--- src/rtl/ohl_pkg.sv ---
// Shared types and constants for the ordered handle list.
package ohl_pkg;

   localparam int TYPE_W   = 2;
   localparam int HANDLE_W = 32;
   localparam int STATUS_W = 2;
   localparam int POS_W    = 10;
   localparam int COUNT_W  = 11;
   localparam int CFG_W    = 11;
   localparam int DATA_W   = 32;
   localparam int ADDR_W   = 3;

   localparam logic [TYPE_W-1:0] OP_APPEND = 2'd0;
   localparam logic [TYPE_W-1:0] OP_REMOVE = 2'd1;
   localparam logic [TYPE_W-1:0] OP_SEARCH = 2'd2;

   localparam logic [STATUS_W-1:0] ST_OK        = 2'd0;
   localparam logic [STATUS_W-1:0] ST_FULL      = 2'd1;
   localparam logic [STATUS_W-1:0] ST_NULL      = 2'd2;
   localparam logic [STATUS_W-1:0] ST_NOT_FOUND = 2'd3;

   localparam logic [0:0] REG_CAPACITY   = 1'b0;
   localparam logic [0:0] REG_WARN_LEVEL = 1'b1;

   localparam logic [CFG_W-1:0] CFG_RESET = 11'd512;

   typedef enum logic [1:0] {
      ST_IDLE,
      ST_WALK,
      ST_FINISH
   } state_type;

   typedef struct packed {
      logic valid;
      logic found;
   } tok_type;

   typedef struct packed {
      logic write_en;
      logic shift_en;
   } cmd_type;

endpackage

--- src/rtl/ohl_cell.sv ---
// One list cell: holds one entry and passes the search token to its neighbour.
module ohl_cell #(
   parameter int CELL_IDX    = 0,
   parameter int IDX_W       = 10,
   parameter int CNT_W       = 11,
   parameter int HANDLE_BITS = 32
) (
   input  logic                   clock,
   input  logic                   reset,
   input  ohl_pkg::tok_type       tok_in,
   input  logic [HANDLE_BITS-1:0] key_in,
   input  logic [IDX_W-1:0]       pos_in,
   output ohl_pkg::tok_type       tok_out,
   output logic [HANDLE_BITS-1:0] key_out,
   output logic [IDX_W-1:0]       pos_out,
   input  ohl_pkg::cmd_type       cmd,
   input  logic [IDX_W-1:0]       cmd_idx,
   input  logic [CNT_W-1:0]       count,
   input  logic [HANDLE_BITS-1:0] wdata,
   input  logic [HANDLE_BITS-1:0] entry_next,
   output logic [HANDLE_BITS-1:0] entry_out
);
   import ohl_pkg::*;

   localparam logic [IDX_W-1:0] MY_IDX = IDX_W'(CELL_IDX);
   localparam logic [CNT_W-1:0] MY_CNT = CNT_W'(CELL_IDX);

   tok_type                tok_ff;
   tok_type                tok_in_next;
   logic [HANDLE_BITS-1:0] key_ff;
   logic [IDX_W-1:0]       pos_ff;
   logic [IDX_W-1:0]       pos_in_next;
   logic [HANDLE_BITS-1:0] entry_ff;
   logic                   hit;

   assign hit = tok_in.valid && !tok_in.found && (MY_CNT < count) && (entry_ff == key_in);

   always_comb begin
      tok_in_next.valid = tok_in.valid;
      tok_in_next.found = tok_in.found | hit;
      pos_in_next       = hit ? MY_IDX : pos_in;
   end

   always_ff @(posedge clock) begin
      if (reset) begin
         tok_ff <= '0;
      end else begin
         tok_ff <= tok_in_next;
      end
   end

   always_ff @(posedge clock) begin
      key_ff <= key_in;
      pos_ff <= pos_in_next;
   end

   always_ff @(posedge clock) begin
      if (cmd.write_en && (cmd_idx == MY_IDX)) begin
         entry_ff <= wdata;
      end else if (cmd.shift_en && (MY_IDX >= cmd_idx)) begin
         entry_ff <= entry_next;
      end
   end

   assign tok_out   = tok_ff;
   assign key_out   = key_ff;
   assign pos_out   = pos_ff;
   assign entry_out = entry_ff;

endmodule
--- config.mk ---
export PLATFORM = sky130hd
export DESIGN_NAME = ohl_cell
export DESIGN_NICKNAME = d
export VERILOG_FILES = /design/src/rtl/ohl_pkg.sv /design/src/rtl/ohl_cell.sv
export SDC_FILE = /design/constraint.sdc
export NUM_CORES = 1
export LEC_CHECK = 0
export ABC_AREA = 1
export BUFFER_PORTS_ARGS = -buffer_cell sky130_fd_sc_hd__buf_2
export CAP_MARGIN = 20
export CORE_MARGIN = 4
export CORE_UTILIZATION = 45
export CTS_BUF_LIST = sky130_fd_sc_hd__clkbuf_8
export DETAILED_ROUTE_END_ITERATION = 10
export PLACE_DENSITY = 0.82
export SYNTH_ARGS = -nofsm -noshare
export SYNTH_HDL_FRONTEND = slang
export SYNTH_SLANG_ARGS = --single-unit
--- constraint.sdc ---
create_clock -name clock -period 6.3 [get_ports clock]
set_input_delay 1.575 -clock clock [delete_from_list [all_inputs] [get_ports clock]]
set_output_delay 1.575 -clock clock [all_outputs]
set_load 0.05 [all_outputs]
==> impl_metrics.csv <==
group,metric,value,unit
sta,slew_headroom,44.0,%
route,vias,3331,
floorplan,io_pins,209,
yosys,syn_avg_cell_area,8.11,um2
pwr,irDropWorstVdd,0.132,mV
pwr,static-leakage-power,2.77,nW
global_routing,antenna_found_initial,0,
sta,min_period_over_period,47.7,%
worst_setup_path,start_kind,"primary input",
route,post_drt_wl_per_cell,12.6,um
floorplan,die_w,96.9,um
cells_and_area,final_common_cell,"buf_2",
floorplan,die_h,96.9,um
global_routing,track_usage,20.7,%
worst_setup_path,end_kind,"flip-flop",
sta,hold_viol_final,0,
worst_setup_path,r2r_start,"entry_out[30]$_DFFE_PP_",
cells_and_area,multi_input_area,1250,um2
sta,final-setup-viol-count,0,
worst_setup_path,crit_path_max_fanout,64,
sta,rsz0062_at_grt,"false",
global_routing,grt_max_degree,65,
yosys,synth_area_leaders,"edfxtp_1 27%, dfxtp_1 25%, nand2_1 14%",
yosys,async_flop_share,0,%
yosys,syn_area,3560,um2
worst_setup_path,regToRegEndpoint,"pos_out[4]$_SDFF_PP0_",
cells_and_area,area_growth,36.9,%
cells_and_area,drive_gt1_share,40.0,%
cells_and_area,fin_util,63.0,%
clock_tree,worst_skew_pair.late_latency,0.36,ns
cells_and_area,antenna_cells,0,
sta,worstMarginPinSlew,0.839,ns
route,wl,9570,um
yosys,netlist_instances,439,
placed_design,gp_congestion,0.839,
cells_and_area,final_cell_mix,"208 x buf_2, 134 x nand2_1, 107 x inv_1",
global_routing,grt_pass1_vias,3359,
yosys,synth_cell_types,24,
clock_tree,clk_transition_reported_paths,0.08,ns
floorplan,core-area,7730,um2
clock_tree,cts_tree,"built",
yosys,synth-seq-area-share,51.8,%
global_routing,grt_overflow_total,0,
worst_setup_path,required,6.38,ns
yosys,synth_edf_count,32,
clock_tree,cts.htree.levels,3,
yosys,ys_warn_count,0,
clock_tree,clock-sinks,76,
job,drv_cap,0,
sta,clock-skew-final,0.0113,ns
worst_setup_path,reg2reg_depth,8,
clock_tree,cts-resized-gates,0,
route,drc,0,
floorplan,num_rows,32,
clock_tree,cts_root_buffer,"clkbuf_8",
placed_design,dp.final_hpwl,7970,um
yosys,synth_top_cell_by_area,"edfxtp_1",
sta,period_minus_slack,3.00,ns
floorplan,start_util,46.0,%
floorplan,die-area,9390,um2
worst_setup_path,crit_end,"entry_out[12]$_DFFE_PP_",
sta,max_freq,333,MHz
pwr,p_per_area,222,nW/um2
yosys,ys_dominant_reg_cell,"dfxtp_1",
cells_and_area,fill_cells,709,
global_routing,grt_pass1_wl,15700,um
yosys,ys_seq_elements,76,
yosys,syn_nets,572,
clock_tree,cts_made_buffers,9,
route,routed_via_density,4.38,
worst_setup_path,critPathArrivalTime,3.09,ns
cells_and_area,seqCellArea,1840,um2
cells_and_area,nets,786,
placed_design,io_buffers,208,
sta,tns,0,ns
clock_tree,cts_setup_buffers,0,
route,ant_nets,0,
route,drt_first_pass_iters,4,
clock_tree,cts-hold-fix-buffers,0,
route,drt_iter0_markers,123,
clock_tree,clock_path_buffers,2,
sta,slew_violations,0,
yosys,yosysTopAreaCellShare,27.0,%
worst_hold_path,hp-class,"flip-flop to flip-flop",
run_status,run_status,"complete, no violations",
worst_setup_path,worstSetupPathType,"primary input to flip-flop",
worst_setup_path,critPathLaunch,"cmd_idx[6]",
worst_setup_path,rrSetupSlack,4.75,ns
## cells by family after synthesis
kind of cell | Yosys count | synth area share (%)
buffers and inverters | 113 | 13.2
xor gates and xnor gates | 7 | 1.72
AOI/OAI and AO/OA | 42 | 9.56
DFF | 76 | 51.8
and+or+nand+nor | 201 | 23.8
## worst max-delay path: stages
cell and delay (ns):
buf_2 0.09, nor2_1 0.10, nand2_1 0.08, nor3_2 0.21
nand3_4 0.65, nand2_1 0.28, o21ai_2 0.08
## flip-flops by register name (all words and copies together) (netlist names)
signal,cells
entry_out,32
tok_out,2
pos_out,10
key_out,32
## routing by layer
layer / track usage [%] / share of wire, % / routed length (um)
met2: 37.7 / 52 / 4930
met5: 0 / 0 / 0
met4: 4.97 / 1.1 / 106
met3: 7.64 / 8.4 / 807
met1: 22.8 / 39 / 3720
## worst min path at each step
stage	to	slack, ns	depth (start not counted)	from
floorplan	tok_out[0]$_SDFF_PP0_	1.06	6	entry_out[9]$_DFFE_PP_
global placement	tok_out[0]$_SDFF_PP0_	0.83	7	entry_out[31]$_DFFE_PP_
detailed placement	tok_out[0]$_SDFF_PP0_	0.82	7	entry_out[31]$_DFFE_PP_
CTS	tok_out[0]$_SDFF_PP0_	0.84	7	entry_out[31]$_DFFE_PP_
global route	tok_out[0]$_SDFF_PP0_	0.94	7	entry_out[16]$_DFFE_PP_
finish	tok_out[0]$_SDFF_PP0_	0.84	7	entry_out[31]$_DFFE_PP_
## cell type report
cell class / instances / area share (%)
clock buffer: 9 / 2.54
timing repair buffer: 209 / 21.5
tap: 102 / 2.62
multi-input combinational: 250 / 25.6
inverter: 107 / 8.25
sequential: 76 / 37.8
clock inverter: 7 / 1.64
## cells in the mapped netlist (3+ instances only)
library cell,instances
nand2_1,134
inv_1,107
dfxtp_1,44
nor2_1,43
edfxtp_1,32
o21ai_2,32
buf_6,6
xnor2_1,6
nand3_1,5
nand4_1,5
o21ai_0,5
nand3b_1,3
## where the power goes
group	leakage (nW)	internal (mW)	switching, mW	total, mW
registers	0.659	0.527	0.00340	0.530
clock network	0.0973	0.188	0.197	0.385
logic	2.02	0.0596	0.108	0.168
## metrics by stage
stage / std cells / power, mW / cell area [um2] / setup slack (ns) / hold WS (ns)
2_1_floorplan: 439 / 0.640 / 3560 / 3.21 / 1.06
4_1_cts: 760 / 1.10 / 4870 / 3.28 / 0.843
5_1_grt: 760 / 1.13 / 4870 / 3.12 / 0.942
6_report: 760 / 1.08 / 4870 / 3.30 / 0.841
3_5_place_dp: 744 / 0.710 / 4670 / 2.90 / 0.825
3_3_place_gp: 744 / 0.706 / 4670 / 3.00 / 0.833
Note: power is estimated with default switching activity, not from simulation.
